--- src/sv/qwt_pkg.sv ---
// Package for the quoted word tokenizer: payload structs, result kinds,
// character codes and the queue record passed from front to back.
// No dependencies.
package qwt_pkg;

  // Result kinds
  localparam logic [1:0] KIND_CHAR       = 2'd0;
  localparam logic [1:0] KIND_WORD_END   = 2'd1;
  localparam logic [1:0] KIND_LINE_DONE  = 2'd2;
  localparam logic [1:0] KIND_LINE_ERROR = 2'd3;

  // Character codes
  localparam logic [7:0] CH_NUL   = 8'h00;
  localparam logic [7:0] CH_SPACE = 8'h20;
  localparam logic [7:0] CH_TAB   = 8'h09;
  localparam logic [7:0] CH_BSL   = 8'h5C;
  localparam logic [7:0] CH_SQ    = 8'h27;
  localparam logic [7:0] CH_DQ    = 8'h22;

  // Configuration
  localparam logic [7:0] MAX_TOKENS_RESET = 8'd24;

  typedef struct packed {
    logic [7:0] symbol;
    logic       line_end;
  } in_t;

  typedef struct packed {
    logic [1:0] kind;
    logic [7:0] out_char;
    logic [7:0] word_index;
    logic [7:0] word_count;
    logic       last;
  } out_t;

  // One classified item: its first result and, when two is set, a second
  typedef struct packed {
    logic two;
    out_t r0;
    out_t r1;
  } rec_t;

endpackage

--- src/sv/qwt_front.sv ---
// Front part of the quoted word tokenizer: accepts characters, keeps the
// quote, escape and word state and turns items that give results into queue records.
// Depends on qwt_pkg.
module qwt_front (
  input  logic          clk_i,
  input  logic          rst_ni,
  input  logic          in_valid_i,
  output logic          in_ready_o,
  input  qwt_pkg::in_t  in_data_i,
  input  logic [7:0]    max_tokens_i,
  input  logic          full_i,
  output logic          push_o,
  output qwt_pkg::rec_t rec_o
);

  logic       sq_q, sq_d;
  logic       dq_q, dq_d;
  logic       esc_q, esc_d;
  logic       wo_q, wo_d;
  logic       disc_q, disc_d;
  logic [7:0] wd_q, wd_d;

  logic       accept;
  logic       eol;
  logic       small_limit;
  logic       produce;
  logic [7:0] wd_inc;

  assign in_ready_o  = !full_i;
  assign accept      = in_valid_i && in_ready_o;
  assign eol         = in_data_i.line_end || (in_data_i.symbol == qwt_pkg::CH_NUL);
  assign small_limit = (max_tokens_i < 8'd2);
  assign wd_inc      = wd_q + 8'd1;
  assign push_o      = accept && produce;

  // Classify the item and work out the next line state
  always_comb begin
    sq_d    = sq_q;
    dq_d    = dq_q;
    esc_d   = esc_q;
    wo_d    = wo_q;
    disc_d  = disc_q;
    wd_d    = wd_q;
    produce = 1'b0;
    rec_o   = '0;
    rec_o.r0.last = 1'b1;
    rec_o.r1.last = 1'b1;
    if (eol) begin
      sq_d   = 1'b0;
      dq_d   = 1'b0;
      esc_d  = 1'b0;
      wo_d   = 1'b0;
      disc_d = 1'b0;
      wd_d   = '0;
      if (!disc_q) begin
        produce = 1'b1;
        if (small_limit) begin
          rec_o.r0.kind = qwt_pkg::KIND_LINE_DONE;
        end else if (esc_q || sq_q || dq_q) begin
          rec_o.r0.kind = qwt_pkg::KIND_LINE_ERROR;
        end else if (wo_q) begin
          rec_o.two           = 1'b1;
          rec_o.r0.kind       = qwt_pkg::KIND_WORD_END;
          rec_o.r0.word_index = wd_q;
          rec_o.r0.last       = 1'b0;
          rec_o.r1.kind       = qwt_pkg::KIND_LINE_DONE;
          rec_o.r1.word_count = wd_inc;
        end else begin
          rec_o.r0.kind       = qwt_pkg::KIND_LINE_DONE;
          rec_o.r0.word_count = wd_q;
        end
      end
    end else if (!disc_q && !small_limit) begin
      if (esc_q) begin
        esc_d               = 1'b0;
        wo_d                = 1'b1;
        produce             = 1'b1;
        rec_o.r0.kind       = qwt_pkg::KIND_CHAR;
        rec_o.r0.out_char   = in_data_i.symbol;
        rec_o.r0.word_index = wd_q;
      end else if (in_data_i.symbol == qwt_pkg::CH_BSL && !sq_q) begin
        wo_d  = 1'b1;
        esc_d = 1'b1;
      end else if (in_data_i.symbol == qwt_pkg::CH_SQ && !dq_q) begin
        wo_d = 1'b1;
        sq_d = !sq_q;
      end else if (in_data_i.symbol == qwt_pkg::CH_DQ && !sq_q) begin
        wo_d = 1'b1;
        dq_d = !dq_q;
      end else if (!sq_q && !dq_q && (in_data_i.symbol == qwt_pkg::CH_SPACE ||
                                      in_data_i.symbol == qwt_pkg::CH_TAB)) begin
        // Separator: close an open word, maybe close the line early
        if (wo_q) begin
          wd_d                = wd_inc;
          wo_d                = 1'b0;
          produce             = 1'b1;
          rec_o.r0.kind       = qwt_pkg::KIND_WORD_END;
          rec_o.r0.word_index = wd_q;
          if (wd_inc >= (max_tokens_i - 8'd1)) begin
            disc_d              = 1'b1;
            rec_o.two           = 1'b1;
            rec_o.r0.last       = 1'b0;
            rec_o.r1.kind       = qwt_pkg::KIND_LINE_DONE;
            rec_o.r1.word_count = wd_inc;
          end
        end
      end else begin
        wo_d                = 1'b1;
        produce             = 1'b1;
        rec_o.r0.kind       = qwt_pkg::KIND_CHAR;
        rec_o.r0.out_char   = in_data_i.symbol;
        rec_o.r0.word_index = wd_q;
      end
    end
  end

  // Advance the line state on each transfer
  always_ff @(posedge clk_i or negedge rst_ni) begin
    if (!rst_ni) begin
      sq_q   <= 1'b0;
      dq_q   <= 1'b0;
      esc_q  <= 1'b0;
      wo_q   <= 1'b0;
      disc_q <= 1'b0;
      wd_q   <= '0;
    end else if (accept) begin
      sq_q   <= sq_d;
      dq_q   <= dq_d;
      esc_q  <= esc_d;
      wo_q   <= wo_d;
      disc_q <= disc_d;
      wd_q   <= wd_d;
    end
  end

endmodule

--- src/sv/qwt_queue.sv ---
// Short queue of classified records between the tokenizer front and back.
// Register array with read at the head pointer. Depends on qwt_pkg.
module qwt_queue #(
  parameter int unsigned Depth = 4
) (
  input  logic          clk_i,
  input  logic          rst_ni,
  input  logic          push_i,
  input  qwt_pkg::rec_t push_data_i,
  output logic          full_o,
  input  logic          pop_i,
  output logic          empty_o,
  output qwt_pkg::rec_t head_o
);

  localparam int unsigned PtrW = (Depth > 1) ? $clog2(Depth) : 1;
  localparam int unsigned CntW = $clog2(Depth + 1);
  localparam logic [PtrW-1:0] LastPtr = PtrW'(Depth - 1);
  localparam logic [CntW-1:0] FullCnt = CntW'(Depth);

  qwt_pkg::rec_t mem_q [Depth];
  logic [PtrW-1:0] wr_ptr_q, rd_ptr_q;
  logic [CntW-1:0] count_q;
  logic            do_push, do_pop;

  assign full_o  = (count_q == FullCnt);
  assign empty_o = (count_q == '0);
  assign head_o  = mem_q[rd_ptr_q];
  assign do_push = push_i && !full_o;
  assign do_pop  = pop_i && !empty_o;

  // Store pushed records
  always_ff @(posedge clk_i) begin
    if (do_push) begin
      mem_q[wr_ptr_q] <= push_data_i;
    end
  end

  // Advance pointers and occupancy
  always_ff @(posedge clk_i or negedge rst_ni) begin
    if (!rst_ni) begin
      wr_ptr_q <= '0;
      rd_ptr_q <= '0;
      count_q  <= '0;
    end else begin
      if (do_push) begin
        wr_ptr_q <= (wr_ptr_q == LastPtr) ? '0 : wr_ptr_q + 1'b1;
      end
      if (do_pop) begin
        rd_ptr_q <= (rd_ptr_q == LastPtr) ? '0 : rd_ptr_q + 1'b1;
      end
      if (do_push && !do_pop) begin
        count_q <= count_q + 1'b1;
      end else if (do_pop && !do_push) begin
        count_q <= count_q - 1'b1;
      end
    end
  end

endmodule

--- src/sv/qwt_back.sv ---
// Back part of the quoted word tokenizer: unpacks queue records into one
// result per transfer through an output register. Depends on qwt_pkg.
module qwt_back (
  input  logic          clk_i,
  input  logic          rst_ni,
  input  logic          empty_i,
  input  qwt_pkg::rec_t head_i,
  output logic          pop_o,
  output logic          out_valid_o,
  input  logic          out_ready_i,
  output qwt_pkg::out_t out_data_o
);

  logic          out_valid_q, out_valid_d;
  logic          sec_valid_q, sec_valid_d;
  qwt_pkg::out_t out_q, out_d;
  qwt_pkg::out_t sec_q, sec_d;
  logic          slot_free;

  assign slot_free   = !out_valid_q || out_ready_i;
  assign pop_o       = slot_free && !sec_valid_q && !empty_i;
  assign out_valid_o = out_valid_q;
  assign out_data_o  = out_q;

  // Pick the next result: a pending second result first, then the queue head
  always_comb begin
    out_valid_d = out_valid_q;
    sec_valid_d = sec_valid_q;
    out_d       = out_q;
    sec_d       = sec_q;
    if (slot_free) begin
      if (sec_valid_q) begin
        out_d       = sec_q;
        out_valid_d = 1'b1;
        sec_valid_d = 1'b0;
      end else if (!empty_i) begin
        out_d       = head_i.r0;
        out_valid_d = 1'b1;
        sec_d       = head_i.r1;
        sec_valid_d = head_i.two;
      end else begin
        out_valid_d = 1'b0;
      end
    end
  end

  // Hold valid flags
  always_ff @(posedge clk_i or negedge rst_ni) begin
    if (!rst_ni) begin
      out_valid_q <= 1'b0;
      sec_valid_q <= 1'b0;
    end else begin
      out_valid_q <= out_valid_d;
      sec_valid_q <= sec_valid_d;
    end
  end

  // Hold result payloads
  always_ff @(posedge clk_i) begin
    out_q <= out_d;
    sec_q <= sec_d;
  end

endmodule

--- src/sv/quoted_word_tokenizer.sv ---
// Top level of the quoted word tokenizer: configuration register, front,
// record queue and back. Depends on qwt_pkg, qwt_front, qwt_queue, qwt_back.
//
// Usage:
//   Input channel (in_valid_i / in_ready_o / in_data_i) carries one line
//   character per transfer, or an end-of-line event (line_end set, or a
//   zero symbol). Output channel (out_valid_o / out_ready_i / out_data_o)
//   carries results: word characters, word ends, line done, line error.
//   cfg_we_i writes max_tokens from cfg_wdata_i; write it only
//   while the block is idle.
// Throughput: one input per cycle unless the queue is full; one result per
//   cycle on the output while out_ready_i is high. An item with two results
//   (word end plus line done) holds the output for both, absorbed by the
//   QueueDepth-entry record queue. A record enters the queue at the
//   input transfer; its first result moves to the output register when free.
// Reset: line state is cleared, the queue and output register are emptied
//   and max_tokens returns to 24.
// Stall: when out_ready_i is low the output register holds; records collect
//   in the queue and in_ready_o drops once the queue is full.
module quoted_word_tokenizer #(
  parameter int unsigned QueueDepth = 4
) (
  input  logic          clk_i,
  input  logic          rst_ni,
  input  logic          in_valid_i,
  output logic          in_ready_o,
  input  qwt_pkg::in_t  in_data_i,
  output logic          out_valid_o,
  input  logic          out_ready_i,
  output qwt_pkg::out_t out_data_o,
  input  logic          cfg_we_i,
  input  logic [7:0]    cfg_wdata_i
);

  logic [7:0]    max_tokens_q;
  logic          full, empty, push, pop;
  qwt_pkg::rec_t push_rec, head_rec;

  // Write the max_tokens register
  always_ff @(posedge clk_i or negedge rst_ni) begin
    if (!rst_ni) begin
      max_tokens_q <= qwt_pkg::MAX_TOKENS_RESET;
    end else if (cfg_we_i) begin
      max_tokens_q <= cfg_wdata_i;
    end
  end

  qwt_front u_front (
    .clk_i       (clk_i),
    .rst_ni      (rst_ni),
    .in_valid_i  (in_valid_i),
    .in_ready_o  (in_ready_o),
    .in_data_i   (in_data_i),
    .max_tokens_i(max_tokens_q),
    .full_i      (full),
    .push_o      (push),
    .rec_o       (push_rec)
  );

  qwt_queue #(
    .Depth(QueueDepth)
  ) u_queue (
    .clk_i      (clk_i),
    .rst_ni     (rst_ni),
    .push_i     (push),
    .push_data_i(push_rec),
    .full_o     (full),
    .pop_i      (pop),
    .empty_o    (empty),
    .head_o     (head_rec)
  );

  qwt_back u_back (
    .clk_i      (clk_i),
    .rst_ni     (rst_ni),
    .empty_i    (empty),
    .head_i     (head_rec),
    .pop_o      (pop),
    .out_valid_o(out_valid_o),
    .out_ready_i(out_ready_i),
    .out_data_o (out_data_o)
  );

`ifndef SYNTHESIS
  // Line done and line error always close an item
  a_close_is_last: assert property (@(posedge clk_i) disable iff (!rst_ni)
    out_valid_o && (out_data_o.kind == qwt_pkg::KIND_LINE_DONE ||
                    out_data_o.kind == qwt_pkg::KIND_LINE_ERROR) |-> out_data_o.last)
    else $error("line close result without last");

  // A word end that is not last is followed at once by line done
  a_second_follows: assert property (@(posedge clk_i) disable iff (!rst_ni)
    out_valid_o && out_ready_i && !out_data_o.last &&
    out_data_o.kind == qwt_pkg::KIND_WORD_END
    |=> out_valid_o && out_data_o.kind == qwt_pkg::KIND_LINE_DONE)
    else $error("second result of an item missing");

  // Word characters carry no count and always end their item
  a_char_fields: assert property (@(posedge clk_i) disable iff (!rst_ni)
    out_valid_o && out_data_o.kind == qwt_pkg::KIND_CHAR
    |-> out_data_o.last && out_data_o.word_count == 8'd0)
    else $error("malformed word character result");
`endif

endmodule
--- config.mk ---
export PLATFORM = sky130hd
export DESIGN_NAME = quoted_word_tokenizer
export DESIGN_NICKNAME = d
export VERILOG_FILES = /design/src/sv/qwt_pkg.sv /design/src/sv/qwt_front.sv /design/src/sv/qwt_queue.sv /design/src/sv/qwt_back.sv /design/src/sv/quoted_word_tokenizer.sv
export SDC_FILE = /design/constraint.sdc
export NUM_CORES = 1
export LEC_CHECK = 0
export BUFFER_PORTS_ARGS = -buffer_cell sky130_fd_sc_hd__buf_4
export CAP_MARGIN = 5
export CORE_UTILIZATION = 57
export CTS_CLUSTER_DIAMETER = 100
export DETAILED_ROUTE_END_ITERATION = 10
export PLACE_DENSITY = 0.79
export REMOVE_ABC_BUFFERS = 1
export SLEW_MARGIN = 30
export SYNTH_ARGS = -nofsm -noshare
export SYNTH_HDL_FRONTEND = slang
export SYNTH_HIERARCHICAL = 1
export SYNTH_SLANG_ARGS = --single-unit
--- constraint.sdc ---
create_clock -name clk_i -period 3.4 [get_ports clk_i]
set_input_delay 0.34 -clock clk_i [delete_from_list [all_inputs] [get_ports clk_i]]
set_output_delay 0.34 -clock clk_i [all_outputs]
set_load 0.05 [all_outputs]
==> results of run 1 <==
per-stage QoR:
step           cells  setup slack (ns)  total power, W  hold WS, ns
6_report        1022             0.199          0.0122       0.0343
5_1_grt         1022           0.00437          0.0127       0.0190
4_1_cts         1022             0.218          0.0123       0.0172
3_5_place_dp     965             0.250         0.00903        0.299
3_3_place_gp     965             0.304         0.00887        0.287
2_1_floorplan    623            -0.198         0.00790       0.0444
cells by family after synthesis:
family	Yosys count	share of synthesized area, %
AOI/OAI and AO/OA	45	2.64
xor gates and xnor gates	15	1.06
adders and majority gates	17	1.77
buffers and inverters	54	2.82
DFF	304	72.3
muxes	94	13.8
other	2	0.0605
and+or+nand+nor	116	5.50
path summary, 6_finish.rpt:
path,slack [ns],to,startpoint,depth (start not counted)
setup / recovery,0.20,u_queue/mem_q[3][8],u_front/wd_q[0],10
hold / removal,0.03,max_tokens_q[6],cfg_wdata_i[6],2
setup reg to reg,0.20,u_queue/mem_q[3][8],u_front/wd_q[0],10
hold reg to reg,0.53,u_front/wo_q,u_front/wo_q,1
max in group asynchronous,2.80,max_tokens_q[3],rst_ni,2
min in group asynchronous,0.27,u_queue/count_q[1],rst_ni,2
timing repair:
action                                 in CTS  in global routing
hold buffers                                1                  0
endpoints found under the hold margin      28                  0
buffers inserted                            0                  0
where the power goes:
group	switching, W	internal (W)
combinational	0.00192	0.00148
clock	0.00134	0.00195
sequential	0.000413	0.00513
sequential cells by signal, indices dropped and copies added, names as in the netlist:
| register | flops |
|---|---|
| max_tokens_q | 8 |
| u_back/out_data_o | 27 |
| u_back/out_valid_o | 1 |
| u_back/sec_q | 27 |
| u_back/sec_valid_q | 1 |
| u_front/disc_q | 1 |
| u_front/dq_q | 1 |
| u_front/esc_q | 1 |
| u_front/sq_q | 1 |
| u_front/wd_q | 8 |
| u_front/wo_q | 1 |
| u_queue/count_q | 3 |
| u_queue/mem_q | 220 |
| u_queue/rd_ptr_q | 2 |
| u_queue/wr_ptr_q | 2 |
layout make-up:
class | instances | area [µm²] | share of cell area (%)
Clock inverter | 16 | 173 | 1.22
Clock buffer | 40 | 830 | 5.85
Inverter | 14 | 52.6 | 0.371
Timing Repair Buffer | 68 | 626 | 4.41
Tap cell | 275 | 344 | 2.43
Sequential cell | 304 | 8990 | 63.4
Multi-Input combinational cell | 305 | 3170 | 22.3
placed cells by master (no fill, tap or decap), drive strengths merged, types with 3 or more instances in the layout:
cell      instances
nand3             8
mux2             39
clkinv            8
nand4             3
inv              16
nand2            11
o21ai             6
ha               16
nor3b             4
dfrtp            28
o21a              4
clkbuf           40
a21oi             6
o2bb2ai           5
a21o              3
nor3             15
and2             24
or4               6
clkinvlp          3
xnor2             6
and3              9
xor2              9
o211ai            8
bufinv            3
nor2b             5
mux4             55
conb             18
buf              67
and3b             3
edfxtp          274
nor2             17
routing by layer:
metal | track usage (%) | vias up | part of all wire (%)
li1 | - | 2713 | -
met1 | 28.7 | 3166 | 41
met2 | 37.0 | 237 | 51
met3 | 2.77 | 71 | 4.9
met4 | 8.57 | 0 | 3.4
met5 | 0 | - | 0
==> flow_summary.json, run 1 <==
{
  "crit_fanout": 10,
  "synthTopCellsByArea": "edfxtp_1 (66%), mux4_2 (10%), dfrtp_1 (5.6%)",
  "synth-edff-count": 274,
  "die-area_um2": 22400,
  "max_freq_mhz": 312,
  "endpoint_kind": "flip-flop",
  "numPortBuffers": 50,
  "finalCritPeriodShare_pct": 94.1,
  "maxCapViolCount": 0,
  "crit_arrival_ns": 3.46,
  "place_area_um2": 13200,
  "area_growth_pct": 14.2,
  "layout-drive-gt1-share_pct": 30.5,
  "gr-usage-all-layers_pct": 21.7,
  "cpLargestDelayFamily": "compound AO/OA/AOI/OAI gates",
  "final-max-slew-violation-count": 0,
  "vias": 6187,
  "crit_path_start_kind": "flip-flop",
  "clkLatencyLatePin_ns": 0.55,
  "syn-cell-area_um2": 12400,
  "numCtsBuffers": 30,
  "cts_tree": "built",
  "die_x_um": 150,
  "fin_util_pct": 66.8,
  "hold_viol": 0,
  "timing.slew.headroom_pct": 47.7,
  "fin_skew_ns": 0.0264,
  "postRouteAntennaNets": 0,
  "fillers": 1350,
  "worst_pin_slew_ns": 0.785,
  "fin_crit_ns": 3.20,
  "synthArstFlopShare_pct": 9.87,
  "fin_nets": 762,
  "path_cells": "ha_1 > nand3_1 > xor2_1 > inv_1 > ha_1 > nand2_1 > o21ai_0 > a41oi_1 > o21a_1 > nor3_1",
  "cts.sinks": 304,
  "ys.flop_type": "edfxtp_1",
  "place_congestion": 0.893,
  "tns_ns": 0,
  "postLayoutCellArea_um2": 14200,
  "path_class": "reg2reg",
  "drc": 0,
  "rsz0062_at_grt": "false",
  "grt_pass1_wl_um": 36100,
  "htree_levels": 1,
  "synth_area_leader_cell": "edfxtp_1",
  "first_pass_iters": 5,
  "dpl.hpwl_um": 13600,
  "postSynthAreaPerCell_um2": 19.2,
  "synth_top_area_share_pct": 66.3,
  "grt_max_degree": 56,
  "cts_buffer_depth": 3,
  "fp-row-count": 53,
  "synthCells": 647,
  "antenna_found_initial": 0,
  "totalWireLength_um": 22900,
  "synth_commonest_cells": "edfxtp_1 (274), mux4_2 (55), mux2_2 (29)",
  "design.core.area_um2": 21200,
  "peakVddDrop_v": 0.000553,
  "via_per_inst": 6.05,
  "grt-ovfl-total": 0,
  "yosysUniqueCellTypes": 59,
  "cp_common_cell": "ha_1",
  "power.density_nw_per_um2": 863,
  "yosysSeqAreaShare_pct": 72.3,
  "max_stage_delay_ns": 0.56,
  "wire_per_inst_um": 22.4,
  "start_util_pct": 58.5,
  "ys_seq_elements": 304,
  "drtIter0Drc": 476,
  "hp-class": "in2reg",
  "diodes": 0,
  "path_clk_slew_ns": 0.06,
  "crit_required_ns": 3.66,
  "ys_warn_count": 6,
  "leakagePower_nw": 4.96,
  "grt_pass1_vias": 6464,
  "yosysMostFrequentCell": "edfxtp_1",
  "ios": 51,
  "cts_resized": 0,
  "status": "complete, no violations",
  "cts_root_buf": "clkbuf_16",
  "crit_buf_inv": 1,
  "critPathSlowestCell": "dfrtp_1",
  "finalSetupViolCount": 0,
  "die_h_um": 150
}
Note: power is estimated with default switching activity, not from simulation.
==> run 2: changes to the inputs <==
--- a/config.mk
+++ b/config.mk
@@ -7,10 +7,11 @@
 export LEC_CHECK = 0
 export BUFFER_PORTS_ARGS = -buffer_cell sky130_fd_sc_hd__buf_4
 export CAP_MARGIN = 5
-export CORE_UTILIZATION = 57
+export CORE_UTILIZATION = 60
 export CTS_CLUSTER_DIAMETER = 100
 export DETAILED_ROUTE_END_ITERATION = 10
-export PLACE_DENSITY = 0.79
+export MAX_ROUTING_LAYER = met4
+export PLACE_DENSITY = 0.8
 export REMOVE_ABC_BUFFERS = 1
 export SLEW_MARGIN = 30
 export SYNTH_ARGS = -nofsm -noshare
==> constraint.sdc (replaced) <==
create_clock -name clk_i -period 3.97 [get_ports clk_i]
set_input_delay 0.397 -clock clk_i [delete_from_list [all_inputs] [get_ports clk_i]]
set_output_delay 0.397 -clock clk_i [all_outputs]
set_load 0.05 [all_outputs]
==> run 2 against run 1 <==
Register-to-register slack improved by 0.53 ns. Combinational power fell by 16%. Largest cell class unchanged. Via count fell by 1.8%. Fmax fell by 1.2%. Die area fell by 4.9%. Setup slack improved by 0.53 ns. Design area fell by 1.4%. Global-route usage rose by 0.90 points. Sequential share of layout area rose by 0.87 points. Cell count fell by 1.2%.
==> flow_summary.json, run 2 (synthesis results as in run 1) <==
{
  "status": "complete, no violations",
  "postLayoutCellArea_um2": 14000,
  "seqPwrFrac_pct": 46.6,
  "grt_max_degree": 58,
  "internal_power_w": 0.00711,
  "postRouteAntennaNets": 0,
  "first_pass_iters": 5,
  "cts.sinks": 304,
  "layout-drive-gt1-share_pct": 28.9,
  "combPwrFrac_pct": 28.1,
  "r2r-end": "u_queue/count_q[2]",
  "max_freq_mhz": 309,
  "grt-ovfl-total": 0,
  "endpoint_kind": "flip-flop",
  "fin_skew_ns": 0.0188,
  "wire_per_inst_um": 22.1,
  "gr-usage-all-layers_pct": 22.6,
  "via_per_inst": 6.02,
  "area_growth_pct": 12.6,
  "crit_arrival_ns": 3.69,
  "worst_pin_slew_ns": 0.932,
  "die_h_um": 146,
  "totalWireLength_um": 22300,
  "final_common_cell": "edfxtp_1",
  "ff2ff_setup_slack_ns": 0.73,
  "fin_nets": 757,
  "cts_buffer_depth": 3,
  "cts_tree": "built",
  "design.core.area_um2": 20200,
  "swShare_pct": 29.9,
  "fp-row-count": 52,
  "grt_pass1_wl_um": 35600,
  "grt_pass1_vias": 6416,
  "start_util_pct": 61.4,
  "vias": 6078,
  "finalSetupViolCount": 0,
  "crit_fanout": 7,
  "ios": 51,
  "r2r_cells": 12,
  "crit_required_ns": 4.42,
  "tns_ns": 0,
  "clkLatencyLatePin_ns": 0.53,
  "cts_resized": 0,
  "diodes": 0,
  "antenna_found_initial": 0,
  "place_area_um2": 13100,
  "die-area_um2": 21300,
  "final-max-slew-violation-count": 0,
  "htree_levels": 1,
  "die_x_um": 146,
  "final_cell_mix": "edfxtp_1 (274), buf_4 (58), mux4_2 (55), clkbuf_16 (29), mux2_2 (29)",
  "maxCapViolCount": 0,
  "cts_root_buf": "clkbuf_16",
  "largest_reg_flops": 220,
  "regMostFlops": "u_queue/mem_q",
  "finalCritPeriodShare_pct": 81.6,
  "hp-class": "in2reg",
  "path_class": "reg2reg",
  "place_congestion": 0.862,
  "crit_start": "max_tokens_q[4]",
  "dpl.hpwl_um": 13300,
  "peakVddDrop_v": 0.000443,
  "fin_util_pct": 69.1,
  "fillers": 1218,
  "total_power_w": 0.0101,
  "path_clk_slew_ns": 0.06,
  "power.density_nw_per_um2": 725,
  "r2r-start": "max_tokens_q[4]",
  "place_inst": 956,
  "pwr-share-clk_pct": 25.4,
  "numPortBuffers": 50,
  "worstSetupEndpoint": "u_queue/count_q[2]",
  "drc": 0,
  "leakagePower_nw": 4.88,
  "fin_crit_ns": 3.24,
  "hold_viol": 0,
  "drtIter0Drc": 646,
  "numCtsBuffers": 29,
  "rsz0062_at_grt": "false",
  "timing.slew.headroom_pct": 37.9,
  "instances_no_fill": 1010,
  "crit_path_start_kind": "flip-flop",
  "switchingPower_w": 0.00303
}
==> run 2: how the worst min path moves through the flow <==
| stage | from | slack [ns] | cells after the start | end |
|---|---|---|---|---|
| floorplan | rst_ni | 0.10 | 0 | max_tokens_q[0] |
| global placement | rst_ni | 0.35 | 1 | max_tokens_q[0] |
| detailed placement | rst_ni | 0.35 | 1 | max_tokens_q[2] |
| CTS | cfg_wdata_i[6] | 0.08 | 2 | max_tokens_q[6] |
| global route | cfg_wdata_i[6] | 0.08 | 2 | max_tokens_q[6] |
| finish | cfg_wdata_i[6] | 0.09 | 2 | max_tokens_q[6] |
==> run 2: per-layer routing <==
metal | vias to the layer above | GRT usage, % | wire length [µm] | part of all wire (%)
li1 | 2695 | - | - | -
met1 | 3113 | 29.3 | 9200 | 41
met2 | 225 | 37.5 | 11300 | 51
met3 | 45 | 3.51 | 1240 | 5.5
met4 | 0 | 6.68 | 541 | 2.4
met5 | - | - | 0 | 0
==> run 2: final cells by class <==
| type | instances | area (µm²) | area share [%] |
|---|---|---|---|
| Inverter | 14 | 52.6 | 0.376 |
| Sequential cell | 304 | 8990 | 64.3 |
| Timing Repair Buffer | 64 | 546 | 3.90 |
| Tap cell | 270 | 338 | 2.42 |
| Clock inverter | 6 | 52.6 | 0.376 |
| Multi-Input combinational cell | 305 | 3170 | 22.6 |
| Clock buffer | 47 | 843 | 6.03 |
==> run 2: metrics by stage <==
step / hold WS, ns / setup WS (ns)
after floorplan: 0.101 / 0.315
after global placement: 0.349 / 0.758
after detailed placement: 0.355 / 0.737
after CTS: 0.0770 / 0.758
after global routing: 0.0822 / 0.535
final: 0.0924 / 0.729
==> run 2: power by group through the flow <==
stage / Clock, W / Sequential, W / Combinational [W]
2_1_floorplan: 0 / 0.00538 / 0.00138
4_1_cts: 0.00262 / 0.00474 / 0.00288
3_5_place_dp: 0 / 0.00479 / 0.00286
5_1_grt: 0.00274 / 0.00480 / 0.00303
3_3_place_gp: 0 / 0.00475 / 0.00281
6_report: 0.00257 / 0.00472 / 0.00285
==> run 2: worst max-delay path, stage by stage (launching register included) <==
cell	delay [ns]
dfstp_2	0.58
or4_1	0.20
o21a_1	0.27
o211ai_1	0.17
a2bb2oi_1	0.18
nor2_1	0.08
nor2b_1	0.49
ha_1	0.29
inv_1	0.06
fa_1	0.38
xor2_1	0.17
nor2_1	0.12
xor2_1	0.16
==> run 2: repair_timing <==
item                      4_1_cts  5_1_grt
hold buffers                    1        0
buffers inserted                0        0
hold endpoints to repair       28        0
==> run 3: changes to the inputs <==
--- a/config.mk
+++ b/config.mk
@@ -7,11 +7,11 @@
 export LEC_CHECK = 0
 export BUFFER_PORTS_ARGS = -buffer_cell sky130_fd_sc_hd__buf_4
 export CAP_MARGIN = 5
-export CORE_UTILIZATION = 60
+export CORE_UTILIZATION = 57
 export CTS_CLUSTER_DIAMETER = 100
 export DETAILED_ROUTE_END_ITERATION = 10
 export MAX_ROUTING_LAYER = met4
-export PLACE_DENSITY = 0.8
+export PLACE_DENSITY = 0.79
 export REMOVE_ABC_BUFFERS = 1
 export SLEW_MARGIN = 30
 export SYNTH_ARGS = -nofsm -noshare
==> constraint.sdc (replaced) <==
create_clock -name clk_i -period 2.6 [get_ports clk_i]
set_input_delay 0.26 -clock clk_i [delete_from_list [all_inputs] [get_ports clk_i]]
set_output_delay 0.26 -clock clk_i [all_outputs]
set_load 0.05 [all_outputs]
==> run 3 against run 2 <==
The run now ends with negative setup slack left. Fmax is 20% higher. Global-route usage is 1.3 points higher. Total power is 59% higher. Core utilization is 0.74 points higher. Combinational power is 66% higher. Design area is 6.0% higher. Count of clock-buffer cells in the layout is 15 lower. Routed wire length is 12% higher. Largest power group unchanged.
==> flow_summary.json, run 3 (synthesis results as in run 1) <==
{
  "hold_viol": 0,
  "dpl.hpwl_um": 14500,
  "endpoint_kind": "flip-flop",
  "path_clk_slew_ns": 0.06,
  "layout-drive-gt1-share_pct": 37.9,
  "setup_slack_ns": -0.101,
  "die-area_um2": 22400,
  "hp-start": "out_ready_i",
  "path_cells": "or4_4 > o21a_1 > o211ai_1 > a2bb2oi_1 > nor2_1 > nor2b_4 > ha_4 > inv_4 > fa_2 > mux2_2",
  "totalWireLength_um": 24900,
  "diodes": 0,
  "grt_pass1_vias": 6973,
  "path_class": "reg2reg",
  "postLayoutCellArea_um2": 14800,
  "gr-usage-all-layers_pct": 24.0,
  "final_common_cell": "edfxtp_1",
  "grt-ovfl-total": 0,
  "start_util_pct": 58.5,
  "place_congestion": 0.888,
  "rsz0062_at_grt": "true",
  "drc": 0,
  "max_stage_delay_ns": 0.57,
  "grt_pass1_wl_um": 38300,
  "postRouteAntennaNets": 0,
  "via_per_inst": 6.04,
  "clkLatencyLatePin_ns": 0.55,
  "die_h_um": 150,
  "r2r-end": "u_queue/count_q[1]",
  "violations": "negative setup slack",
  "grt_max_degree": 39,
  "fin_nets": 826,
  "worst_pin_slew_ns": 0.715,
  "fin_crit_ns": 2.70,
  "ios": 51,
  "r2r_cells": 10,
  "numCtsBuffers": 29,
  "cpLargestDelayFamily": "simple AND/OR/NAND/NOR gates",
  "largest_reg_flops": 220,
  "place_area_um2": 13500,
  "ff2ff_setup_slack_ns": -0.10,
  "hp-class": "in2reg",
  "cts_buffer_depth": 3,
  "crit_required_ns": 3.02,
  "min_path_cells": 3,
  "fp-row-count": 53,
  "die_x_um": 150,
  "numPortBuffers": 50,
  "first_pass_iters": 5,
  "peakVddDrop_v": 0.00110,
  "post-place-ws_ns": -0.239,
  "antenna_found_initial": 0,
  "vias": 6542,
  "r2r-start": "max_tokens_q[4]",
  "cts_tree": "built",
  "max_freq_mhz": 370,
  "maxCapViolCount": 0,
  "critPathSlowestCell": "or4_4",
  "crit_arrival_ns": 3.12,
  "tns_ns": -0.163,
  "wire_per_inst_um": 23.0,
  "fillers": 1313,
  "crit_fanout": 3,
  "regMostFlops": "u_queue/mem_q",
  "final-max-slew-violation-count": 0,
  "fin_skew_ns": 0.0155,
  "power.density_nw_per_um2": 1090,
  "drtIter0Drc": 609,
  "cts_root_buf": "clkbuf_16",
  "final_cell_mix": "edfxtp_1 (274), buf_4 (112), mux4_2 (55), clkbuf_16 (29), mux2_2 (29)",
  "finalSetupViolCount": 6,
  "hold_end": "u_back/out_valid_o",
  "status": "finished with violations",
  "area_growth_pct": 19.4,
  "design.core.area_um2": 21200,
  "crit_buf_inv": 1,
  "htree_levels": 1,
  "timing.slew.headroom_pct": 52.1,
  "cts.sinks": 304,
  "crit_path_start_kind": "flip-flop",
  "total_power_w": 0.0161,
  "finalCritPeriodShare_pct": 104,
  "leakagePower_nw": 5.30
}
-- run 3: cell types whose count changed in the layout (fill, tap and decap cells not counted), moves of 4 or more --
cell and change:
buf_4 +54, nor3_1 -7, clkbuf_1 -10, dlygate4sd3_1 +8, clkbuf_8 -5, clkinv_1 +7
nor3_4 +5, buf_6 +4
-- run 3: routing by layer --
metal / up-vias / wire, µm / share of wire [%] / track usage, %
met5: - / 0 / 0 / -
met2: 321 / 12800 / 51 / 39.8
met1: 3297 / 9600 / 39 / 30.2
met3: 85 / 1630 / 6.5 / 3.23
met4: 0 / 862 / 3.5 / 9.08
li1: 2839 / - / - / -
-- run 3: metrics by stage --
step / utilization (%) / hold slack (ns) / instances
CTS: 69.1 / 0.0427 / 1080
global route: 69.9 / 0.0827 / 1084
floorplan: - / -0.0356 / 623
finish: 69.9 / 0.0531 / 1084
detailed placement: 63.7 / 0.221 / 1016
global placement: 63.7 / 0.211 / 1016
-- run 3: how the worst max path moves through the flow --
stage                          startpoint                   to  slack (ns)  cells after the start
after CTS                 max_tokens_q[3]   u_queue/count_q[1]        -0.1                     10
final                     max_tokens_q[4]   u_queue/count_q[1]       -0.10                     10
after floorplan              in_data_i[2]  u_queue/mem_q[0][0]       -0.92                      7
after detailed placement  max_tokens_q[5]   u_queue/count_q[1]       -0.24                     10
after global placement    max_tokens_q[5]   u_queue/count_q[1]       -0.13                     10
after global routing      max_tokens_q[4]   u_queue/count_q[1]       -0.16                     10
-- run 3: cell type report --
cell class              count  area, µm²  area share, %
clock buffers              32        737           4.97
flip-flops and latches    304       8990           60.6
inverters                  14       55.1          0.371
clock inverters            21        200           1.35
multi-input cells         306       3380           22.8
repair buffers            132       1120           7.53
well taps                 275        344           2.32
-- run 3: worst reg2reg max path, cell delays in order (launching register included) --
cell,delay (ns)
dfstp_2,0.37
or4_4,0.57
o21a_1,0.22
o211ai_1,0.12
a2bb2oi_1,0.18
nor2_1,0.05
nor2b_4,0.13
ha_4,0.19
inv_4,0.06
fa_2,0.41
mux2_2,0.27
-- run 3: power breakdown --
group	internal, W	switching [W]	total, W
Sequential	0.00670	0.000514	0.00722
Combinational	0.00208	0.00265	0.00473
Clock	0.00243	0.00172	0.00415
-- run 3: timing repair --
item / CTS / global route
buffers inserted: 1 / 4
hold buffers: 9 / 0
gates cloned: 1 / 0
hold endpoints to repair: 38 / 0
resized for setup: 24 / 25
pin swaps: 7 / 13
setup endpoints to repair: 136 / 93
